$ cat src/design/u16u8_pkg.sv
`timescale 1ns / 1ps
// ----------------------------------------------------------------------------
// u16u8_pkg: shared types and constants of the UTF-16 to UTF-8 encoder
// Holds the job record that passes from the classifier to the byte emitter,
// the Unicode range limits and the UTF-8 lead and continuation byte marks.
// ----------------------------------------------------------------------------
package u16u8_pkg;

	// Most bytes that one code unit can cause: a flushed surrogate plus three bytes.
	localparam int unsigned MaxBytes = 6;
	localparam int unsigned CountW   = $clog2(MaxBytes + 1);
	localparam int unsigned IdxW     = $clog2(MaxBytes);

	// Range limits of a code unit.
	localparam logic [15:0] OneByteLimit = 16'h0080;
	localparam logic [15:0] TwoByteLimit = 16'h0800;
	localparam logic [15:0] HighSurBase  = 16'hD800;
	localparam logic [15:0] LowSurBase   = 16'hDC00;
	localparam logic [15:0] SurEnd       = 16'hE000;

	// UTF-8 byte marks.
	localparam logic [7:0] Lead2Mark = 8'b1100_0000;
	localparam logic [7:0] Lead3Mark = 8'b1110_0000;
	localparam logic [7:0] Lead4Mark = 8'b1111_0000;
	localparam logic [7:0] ContMark  = 8'b1000_0000;

	// Offset of the supplementary planes.
	localparam logic [20:0] SupplBase = 21'h010000;

	// One queued job: the bytes that one accepted transfer causes.
	typedef struct packed {
		logic [CountW-1:0]          count;
		logic [MaxBytes-1:0][7:0]   bytes;
		logic                       fin;
	} job_t;

	// Three-byte pattern of a 16-bit value.
	function automatic logic [2:0][7:0] three_bytes(input logic [15:0] u);
		logic [2:0][7:0] b;
		b[0] = Lead3Mark | {4'h0, u[15:12]};
		b[1] = ContMark  | {2'b00, u[11:6]};
		b[2] = ContMark  | {2'b00, u[5:0]};
		return b;
	endfunction

endpackage

$ cat src/design/u16u8_front.sv
`timescale 1ns / 1ps
// ----------------------------------------------------------------------------
// u16u8_front: input classifier
// Accepts code units, keeps a held high surrogate, and turns each transfer
// into a job that lists the UTF-8 bytes it causes.
// ----------------------------------------------------------------------------
module u16u8_front (
	input  logic                 clk,
	input  logic                 arst_n,
	input  logic                 in_valid,
	output logic                 in_stall,
	input  logic [15:0]          code_unit,
	input  logic                 final_unit,
	output logic                 push,
	output u16u8_pkg::job_t      push_job,
	input  logic                 full
);
	import u16u8_pkg::*;

	logic                 pend_valid_q;
	logic [9:0]           pend_high_q;
	logic                 accept;
	logic                 is_high;
	logic                 is_low;
	logic                 pair;
	logic                 hold_new;
	logic [2:0][7:0]      held_b;
	logic [2:0][7:0]      main_b;
	logic [1:0]           main_n;
	logic [20:0]          cp;
	logic [CountW-1:0]    total_n;
	job_t                 job;

	assign in_stall = full;
	assign accept   = in_valid && !full;

	assign is_high = (code_unit >= HighSurBase) && (code_unit < LowSurBase);
	assign is_low  = (code_unit >= LowSurBase) && (code_unit < SurEnd);
	assign pair    = pend_valid_q && is_low;
	assign held_b  = three_bytes({6'b110110, pend_high_q});
	assign cp      = SupplBase + {1'b0, pend_high_q, code_unit[9:0]};

	// Bytes of the new unit on its own.
	always_comb begin
		main_b   = three_bytes(code_unit);
		main_n   = 2'd3;
		hold_new = 1'b0;
		if (code_unit < OneByteLimit) begin
			main_b[0] = code_unit[7:0];
			main_n    = 2'd1;
		end else if (code_unit < TwoByteLimit) begin
			main_b[0] = Lead2Mark | {3'b000, code_unit[10:6]};
			main_b[1] = ContMark | {2'b00, code_unit[5:0]};
			main_n    = 2'd2;
		end else if (is_high && !final_unit) begin
			main_n   = 2'd0;
			hold_new = 1'b1;
		end
	end

	// Assemble the job: a surrogate pair, a flushed held unit followed by the new one, or the new unit alone.
	always_comb begin
		job       = '0;
		job.fin   = final_unit;
		if (pair) begin
			job.bytes[0] = Lead4Mark | {5'b00000, cp[20:18]};
			job.bytes[1] = ContMark | {2'b00, cp[17:12]};
			job.bytes[2] = ContMark | {2'b00, cp[11:6]};
			job.bytes[3] = ContMark | {2'b00, cp[5:0]};
			total_n      = CountW'(4);
		end else if (pend_valid_q) begin
			job.bytes[0] = held_b[0];
			job.bytes[1] = held_b[1];
			job.bytes[2] = held_b[2];
			job.bytes[3] = main_b[0];
			job.bytes[4] = main_b[1];
			job.bytes[5] = main_b[2];
			total_n      = CountW'(3) + CountW'(main_n);
		end else begin
			job.bytes[0] = main_b[0];
			job.bytes[1] = main_b[1];
			job.bytes[2] = main_b[2];
			total_n      = CountW'(main_n);
		end
		job.count = total_n;
	end

	assign push     = accept && (total_n != '0);
	assign push_job = job;

	// Held high surrogate.
	always_ff @(posedge clk or negedge arst_n) begin
		if (!arst_n) begin
			pend_valid_q <= 1'b0;
			pend_high_q  <= '0;
		end else if (accept) begin
			pend_valid_q <= !pair && hold_new;
			pend_high_q  <= (!pair && hold_new) ? code_unit[9:0] : 10'd0;
		end
	end

endmodule

$ cat src/design/u16u8_queue.sv
`timescale 1ns / 1ps
// ----------------------------------------------------------------------------
// u16u8_queue: two-entry job queue
// Decouples the classifier from the byte emitter so that each side can stall
// on its own.
// ----------------------------------------------------------------------------
module u16u8_queue (
	input  logic                 clk,
	input  logic                 arst_n,
	input  logic                 push,
	input  u16u8_pkg::job_t      push_job,
	output logic                 full,
	input  logic                 pop,
	output logic                 head_valid,
	output u16u8_pkg::job_t      head_job
);
	import u16u8_pkg::*;

	job_t       entry_q [2];
	logic       wr_ptr_q;
	logic       rd_ptr_q;
	logic [1:0] count_q;

	assign full       = count_q == 2'd2;
	assign head_valid = count_q != 2'd0;
	assign head_job   = entry_q[rd_ptr_q];

	// Entry storage.
	always_ff @(posedge clk) begin
		if (push) begin
			entry_q[wr_ptr_q] <= push_job;
		end
	end

	// Pointers and fill count.
	always_ff @(posedge clk or negedge arst_n) begin
		if (!arst_n) begin
			wr_ptr_q <= 1'b0;
			rd_ptr_q <= 1'b0;
			count_q  <= 2'd0;
		end else begin
			if (push) begin
				wr_ptr_q <= !wr_ptr_q;
			end
			if (pop) begin
				rd_ptr_q <= !rd_ptr_q;
			end
			if (push && !pop) begin
				count_q <= count_q + 2'd1;
			end else if (pop && !push) begin
				count_q <= count_q - 2'd1;
			end
		end
	end

endmodule

$ cat src/design/u16u8_back.sv
`timescale 1ns / 1ps
// ----------------------------------------------------------------------------
// u16u8_back: byte emitter
// Walks the job at the queue head one byte per cycle, while the output is not
// stalled, into an output register and marks the last byte of each job and of each string.
// ----------------------------------------------------------------------------
module u16u8_back (
	input  logic                 clk,
	input  logic                 arst_n,
	input  logic                 head_valid,
	input  u16u8_pkg::job_t      head_job,
	output logic                 pop,
	output logic                 out_valid,
	input  logic                 out_stall,
	output logic [7:0]           out_byte,
	output logic                 run_end,
	output logic                 string_end
);
	import u16u8_pkg::*;

	logic [IdxW-1:0] idx_q;
	logic            out_valid_q;
	logic [7:0]      out_byte_q;
	logic            run_end_q;
	logic            string_end_q;
	logic            load;
	logic            last;

	assign load = head_valid && (!out_valid_q || !out_stall);
	assign last = CountW'(idx_q) == (head_job.count - CountW'(1));
	assign pop  = load && last;

	// Byte index within the current job.
	always_ff @(posedge clk or negedge arst_n) begin
		if (!arst_n) begin
			idx_q       <= '0;
			out_valid_q <= 1'b0;
		end else begin
			if (load) begin
				idx_q <= last ? '0 : idx_q + IdxW'(1);
			end
			if (load) begin
				out_valid_q <= 1'b1;
			end else if (!out_stall) begin
				out_valid_q <= 1'b0;
			end
		end
	end

	// Output payload register.
	always_ff @(posedge clk) begin
		if (load) begin
			out_byte_q   <= head_job.bytes[idx_q];
			run_end_q    <= last;
			string_end_q <= last && head_job.fin;
		end
	end

	assign out_valid  = out_valid_q;
	assign out_byte   = out_byte_q;
	assign run_end    = run_end_q;
	assign string_end = string_end_q;

endmodule

$ cat src/design/utf16_to_utf8_encoder.sv
`timescale 1ns / 1ps
// ----------------------------------------------------------------------------
// utf16_to_utf8_encoder: UTF-16 code units in, UTF-8 bytes out
// A classifier turns each code unit into a list of bytes, a two-entry queue
// holds the lists, and an emitter sends them out one byte per transfer.
//
//   Channel   Handshake            Payload
//   input     in_valid/in_stall    code_unit[15:0], final_unit
//   output    out_valid/out_stall  out_byte[7:0], run_end, string_end
//
// The output sends one byte per cycle while it is not stalled. A unit causes
// up to six bytes; a held high surrogate causes none until the next unit.
// A unit is taken whenever the two-entry job queue has room, so input and
// output run concurrently. A unit's bytes pass the job queue, then the output
// register. Reset clears the held surrogate, queue and output valid bit.
// A stalled output holds its byte; input stalls only when the queue is full.
// ----------------------------------------------------------------------------
module utf16_to_utf8_encoder (
	input  logic        clk,
	input  logic        arst_n,
	input  logic        in_valid,
	output logic        in_stall,
	input  logic [15:0] code_unit,
	input  logic        final_unit,
	output logic        out_valid,
	input  logic        out_stall,
	output logic [7:0]  out_byte,
	output logic        run_end,
	output logic        string_end
);
	import u16u8_pkg::*;

	logic push;
	logic pop;
	logic full;
	logic head_valid;
	job_t push_job;
	job_t head_job;

	// Classifier.
	u16u8_front u_front (
		.clk        (clk),
		.arst_n     (arst_n),
		.in_valid   (in_valid),
		.in_stall   (in_stall),
		.code_unit  (code_unit),
		.final_unit (final_unit),
		.push       (push),
		.push_job   (push_job),
		.full       (full)
	);

	// Job queue.
	u16u8_queue u_queue (
		.clk        (clk),
		.arst_n     (arst_n),
		.push       (push),
		.push_job   (push_job),
		.full       (full),
		.pop        (pop),
		.head_valid (head_valid),
		.head_job   (head_job)
	);

	// Byte emitter.
	u16u8_back u_back (
		.clk        (clk),
		.arst_n     (arst_n),
		.head_valid (head_valid),
		.head_job   (head_job),
		.pop        (pop),
		.out_valid  (out_valid),
		.out_stall  (out_stall),
		.out_byte   (out_byte),
		.run_end    (run_end),
		.string_end (string_end)
	);

endmodule

$ cat config.mk
export PLATFORM = sky130hd
export DESIGN_NAME = utf16_to_utf8_encoder
export DESIGN_NICKNAME = d
export VERILOG_FILES = /design/src/design/u16u8_pkg.sv /design/src/design/u16u8_front.sv /design/src/design/u16u8_queue.sv /design/src/design/u16u8_back.sv /design/src/design/utf16_to_utf8_encoder.sv
export SDC_FILE = /design/constraint.sdc
export NUM_CORES = 1
export LEC_CHECK = 0
export ABC_AREA = 0
export ABC_CLOCK_PERIOD_IN_PS = 4400
export CAP_MARGIN = 20
export CORE_AREA = 2 2 164 166
export CTS_BUF_LIST = sky130_fd_sc_hd__clkbuf_8 sky130_fd_sc_hd__clkbuf_16
export DETAILED_ROUTE_END_ITERATION = 8
export DIE_AREA = 0 0 166 168
export DONT_BUFFER_PORTS = 1
export SYNTH_ARGS = -nofsm -noshare
export SYNTH_HDL_FRONTEND = slang
export SYNTH_HIERARCHICAL = 1
export SYNTH_SLANG_ARGS = --single-unit
$ cat constraint.sdc
create_clock -name clk -period 4.4 [get_ports clk]
set_clock_uncertainty 0.05 [all_clocks]
set_input_delay 0.22 -clock clk [delete_from_list [all_inputs] [get_ports clk]]
set_output_delay 0.22 -clock clk [all_outputs]
set_load 0.01 [all_outputs]
; Yosys cells after proc, flatten, opt, wreduce, memory -nomap -nowiden
; Memories as Yosys holds them, arrays and structs flattened.
; Index checks and enable logic that the tools add are counted.
; Widths: inputs -> output; s select.
[word_totals]
ff_bits = 29
latchBits = 0
ram_bits = 104
rom_bits = 0
in_bits = 21
output_inout_bits = 12
word_cells = 77
memories = 1
[op_classes]
n_addsub = 6
multipliers = 0
div = 0
magnitude_cmp = 7
eq_ne = 3
n_shift = 0
mux = 25
bitwise_logic = 0
reduce_logical = 25
[mem_list]
columns = name, depth, word_bits, rd, rd_ports_with_merged_regs, wr, line
row1 = u_queue.entry_q, 2, 52, 1, 0, 1, u16u8_queue.sv:19  ; job_t entry_q [2];
[ops]
columns = cell, n
row1 = $ge 16x16->1 const B, 2
row2 = $lt 16x16->1 const B, 2
row3 = $mux 32, 1
row4 = $bmux 8 s3, 1
row5 = $mux 24, 1
row6 = $mux 8, 3
row7 = $mux 22, 1
row8 = $add 17x20->21 const A, 1
row9 = $lt 16x12->1 const B, 1
row10 = $lt 16x8->1 const B, 1
row11 = $mux 16, 1
row12 = $mux 14, 1
row13 = $logic_and 1x1->1, 12
row14 = $mux 10, 1
row15 = $mux 2, 5
row16 = $logic_not 1->1, 9
row17 = $mux 3, 3
row18 = $mux 1, 7
row19 = $lt 3x4->1 const B, 1
row20 = $reduce_bool 2->1, 2
row21 = $add 2x2->3 const A, 1
row22 = $add 3x1->3 const B, 1
row23 = $eq 3x3->1, 1
row24 = $reduce_bool 3->1, 1
row25 = 6 further kinds, 6

; Logic depth before layout (Yosys ltp)
[depth]
ltp_word = 15
depth_mapped = 13

; By module
; Netlist, hierarchy kept.
[by_module_without_submodules]
columns = mod, instances, cells_per_inst, area_each_um2
row1 = u16u8_queue, 1, 178, 4192.8
row2 = u16u8_front, 1, 182, 1292.5
row3 = u16u8_back, 1, 78, 973.4

; Worst setup path after synthesis
; Ideal clock, no wire load.
[synth_timing]
path_kind = reg2reg
from = register u_queue.count_q[1]
to = memory u_queue/entry_q[0][0] (netlist bit), enable pin
t_arrival_ps = 3456
required_ps = 3882
slack_ps = 426
stages_incl_launch_ff = 6
n_path_buf = 1
path_cell_list = dfrtp_1 -> nor2b_1 -> nand2b_1 -> clkbuf_1 -> nor2_1 -> nor2b_1
[synth_via]
elab_chain_len = 6
[synth_rtl]
columns = element, line
row1 = "start, declared", u16u8_queue.sv:22  ; logic [1:0] count_q;
row2 = "start signal, assigned", u16u8_queue.sv:49  ; count_q <= count_q + 2'd1;
row3 = "start signal, assigned", u16u8_queue.sv:51  ; count_q <= count_q - 2'd1;
row4 = $eq 2x2->1, u16u8_queue.sv:24  ; assign full = count_q == 2'd2;
row5 = via full, utf16_to_utf8_encoder.sv:35  ; logic full;
row6 = $logic_not 1->1, u16u8_front.sv:35  ; assign accept = in_valid && !full;
row7 = $logic_and 1x1->1, u16u8_front.sv:35
row8 = $logic_and 1x1->1, u16u8_front.sv:88  ; assign push = accept && (total_n != '0);
row9 = via push, utf16_to_utf8_encoder.sv:33  ; logic push;
row10 = $mux 1, u16u8_queue.sv:30  ; if (push) begin
row11 = $mux 1 (implied by the code), u16u8_queue.sv:31  ; entry_q[wr_ptr_q] <= push_job;
row12 = "end, declared", u16u8_queue.sv:19
; The timed path passes the listed nets, and every way through them passes these cells.

==> results.md <==
* Worst Path Required at 4.69 ns
* Drt total wl at 13.0 mm
* Die Y at 168 um
* CTS resizes at 0
* Antenna Diode Count at 0
* Via density at 4.40
* P per Cell Area at 616 nW/um^2
* Vias at 3537
* Largest fanout on the critical path at 26
* Mapped Cells at 438
* Top post-synthesis cells by count: 114 x edfxtp_1, 49 x mux2_4, 26 x nor2_1, 21 x nand2_1, 19 x dfrtp_1
* Die area at 27900 sq um
* Final setup violation count at 0
* Crit end category: register
* TritonCTS Buffers at 17
* Hold endpoint: u_queue/entry_q[1][41]
* Synth Cell Area at 6460 sq um
* Yosys reg bits at around 130
* Final period utilization at 66.9%
* Final ANT Viol Nets at 0
* Core ar. at between 20000 and 30000 sq um
* LEAKAGE at 0.00282 uW
* Max Slew Vio Count at 0
* Clock sinks at approximately 130
* Worst Path Arrival at 3.23 ns
* Dominant cell type by area after synthesis: edfxtp_1
* Critical path type: reg -> reg
* Worst Hold Depth at 1
* Initial core utilization at 24.5%
* Clock Path Buffers at 2
* Share of the synthesized area in the top cell type at a little over half
* Reg-to-reg endpoint: u_queue/count_q[1]
* CP Launch Type: register
* Row count at 60
* Clk slew on worst S/H paths at ~0.050 ns
* FFs w/ async S/R, synth at roughly 14%
* Hold WS at 0.0535 ns
* Initial antenna violation count at 0
* Sequential-to-total area share from yosys stat at 60.4%
* HP Start: code_unit[0]
* Layout cells sized above 1 at 21.6%
* Worst min-delay path category: in -> reg
* DR iter-0 viols at 219
* Post-synth top flop: edfxtp_1
* CTS H-tree depth at 4
* Total power at 4560 uW
* I/O pin count at 33
* Post-synth EDFFs at 114
* First-pass GRT wire length at 20.3 mm
* Max-cap viol count at 0
* Average size of a mapped cell at between 10 and 15 sq um
* DPL Wire Length at between 8 and 9 mm
* Final net count at 474
* Unrepaired setup endpoints after global routing: no
* Crit Reg-Reg Startpoint: u_queue/rd_ptr_q
* Worst-case reg-to-reg path depth at 12
* Synthesis-to-layout area growth at 14.8%
* Fin. Hold Viols at 0
* FMAX at 340 MHz
* Top-count cell post-synth: edfxtp_1
* Cell variety after synth at 52
* DRC viols at 0
* Die width at 166 um
* First drt pass iteration count at 5
* Clock insertion delay at the later pin of the skew report at 0.41 ns
* Total grt overflow at 0
* Slew headroom at about a third
* Yosys warnings at 6
* CTS tree: done
* Port buffer count at 0
* Largest cells by area after synthesis: edfxtp_1 53%, mux2_4 11%, dfrtp_1 7.4%
* Gr usage total at 9.54%
* Status: finished clean
* Maximum vdd ir drop at 0.000296 V
* Clock root cell: clkbuf_16
* Min Clock Period, post-route at 2.94 ns
* Setup slack, reg-to-reg at ~1.5 ns
* Worst Tran Pin Value at 0.984 ns
* Setup tns final at 0 ns
* Vias in the first global route at ~3.6k
* Largest net degree at the start of global routing at 53
* Routability cong. at 0.904
* Drt wl/cell at about 16 um
==> layout by cell type, fill, tap and decap left out, types with 6 or more instances in the layout <==
master,n
nor3_1,7
buf_4,7
clkbuf_16,17
a21oi_1,16
mux2_4,49
edfxtp_1,114
inv_1,18
dlygate4sd3_1,14
xor2_1,6
nand2b_1,6
and3_1,8
conb_1,6
a22o_1,10
nand3_1,6
dfrtp_1,18
a31oi_1,7
mux4_1,7
nand2_1,21
o22ai_1,9
mux2i_1,17
nor2_1,26
==> critical path, cell delays in order (launching register included) <==
cell and delay, ns:
dfrtp_2 0.40, buf_4 0.43, mux2_4 0.36, inv_1 0.06, ha_1 0.23, xor2_1 0.20
nand2_2 0.11, nor3_2 0.32, inv_1 0.08, ha_1 0.20, xor2_1 0.14, nor2_1 0.13
xor2_1 0.16
==> worst max path at each step <==
stage	start	endpoint	slack, ns	depth (start not counted)
global placement	u_queue/rd_ptr_q	u_queue/count_q[1]	1.56	12
global route	u_queue/rd_ptr_q	u_queue/count_q[1]	1.28	12
floorplan	u_queue/count_q[1]	u_queue/entry_q[0][0]	0.43	5
CTS	u_queue/rd_ptr_q	u_queue/count_q[1]	1.44	12
finish	u_queue/rd_ptr_q	u_queue/count_q[1]	1.46	12
detailed placement	u_queue/rd_ptr_q	u_queue/count_q[1]	1.46	12
==> where the power goes <==
part	internal, uW	switching (uW)
combinational	642	626
sequential	1750	188
clock	870	487
total	3260	1300
==> sequential cells by signal, summed over array words and instances (netlist names), 2 cells and up <==
name,flops
u_queue/entry_q,104
u_front/pend_high_q,10
u_back/out_byte,8
u_back/idx_q,3
u_queue/count_q,2
==> what timing repair did <==
item | in CTS | in global routing
buffers inserted | 0 | 0
endpoints found under the hold margin | 38 | 0
setup endpoints to repair | 0 | 0
hold buffers | 14 | 0
==> cell type report <==
cell class | instances | area [sq um]
fillers | 2604 | 18900
flip-flops and latches | 133 | 3900
multi-input cells | 259 | 2260
well taps | 341 | 427
clock buffers | 17 | 425
repair buffers | 21 | 193
clock inverters | 15 | 145
inverters | 17 | 63.8
==> cells by family after synthesis <==
logic type	Yosys count	synth area share, %
multiplexers	77	17.7
XOR/XNOR	12	1.74
buffers and inverters	50	5.00
AND/OR/NAND/NOR	99	8.10
adder cells (fa/ha/maj)	4	0.775
flip-flops	133	60.4
AO/OA/AOI/OAI	61	6.16
other	2	0.116
==> per-stage QoR <==
step                      setup slack (ns)  cells  util (%)  instance area [sq um]
after floorplan                      0.426    442         -                   6470
after global placement                1.56    757      25.4                   6700
after detailed placement              1.46    757      25.4                   6700
after CTS                             1.44    803      28.1                   7410
after global routing                  1.28    803      28.1                   7410
final                                 1.46    803      28.1                   7410
==> layer usage <==
metal,GRT usage [%],part of all wire (%),vias to the layer above
met5,0,0,-
met4,4.61,2.4,0
met3,2.37,4.1,20
met2,14.5,46,102
met1,12.8,47,1754
li1,-,-,1661
Note: power is estimated with default switching activity, not from simulation.
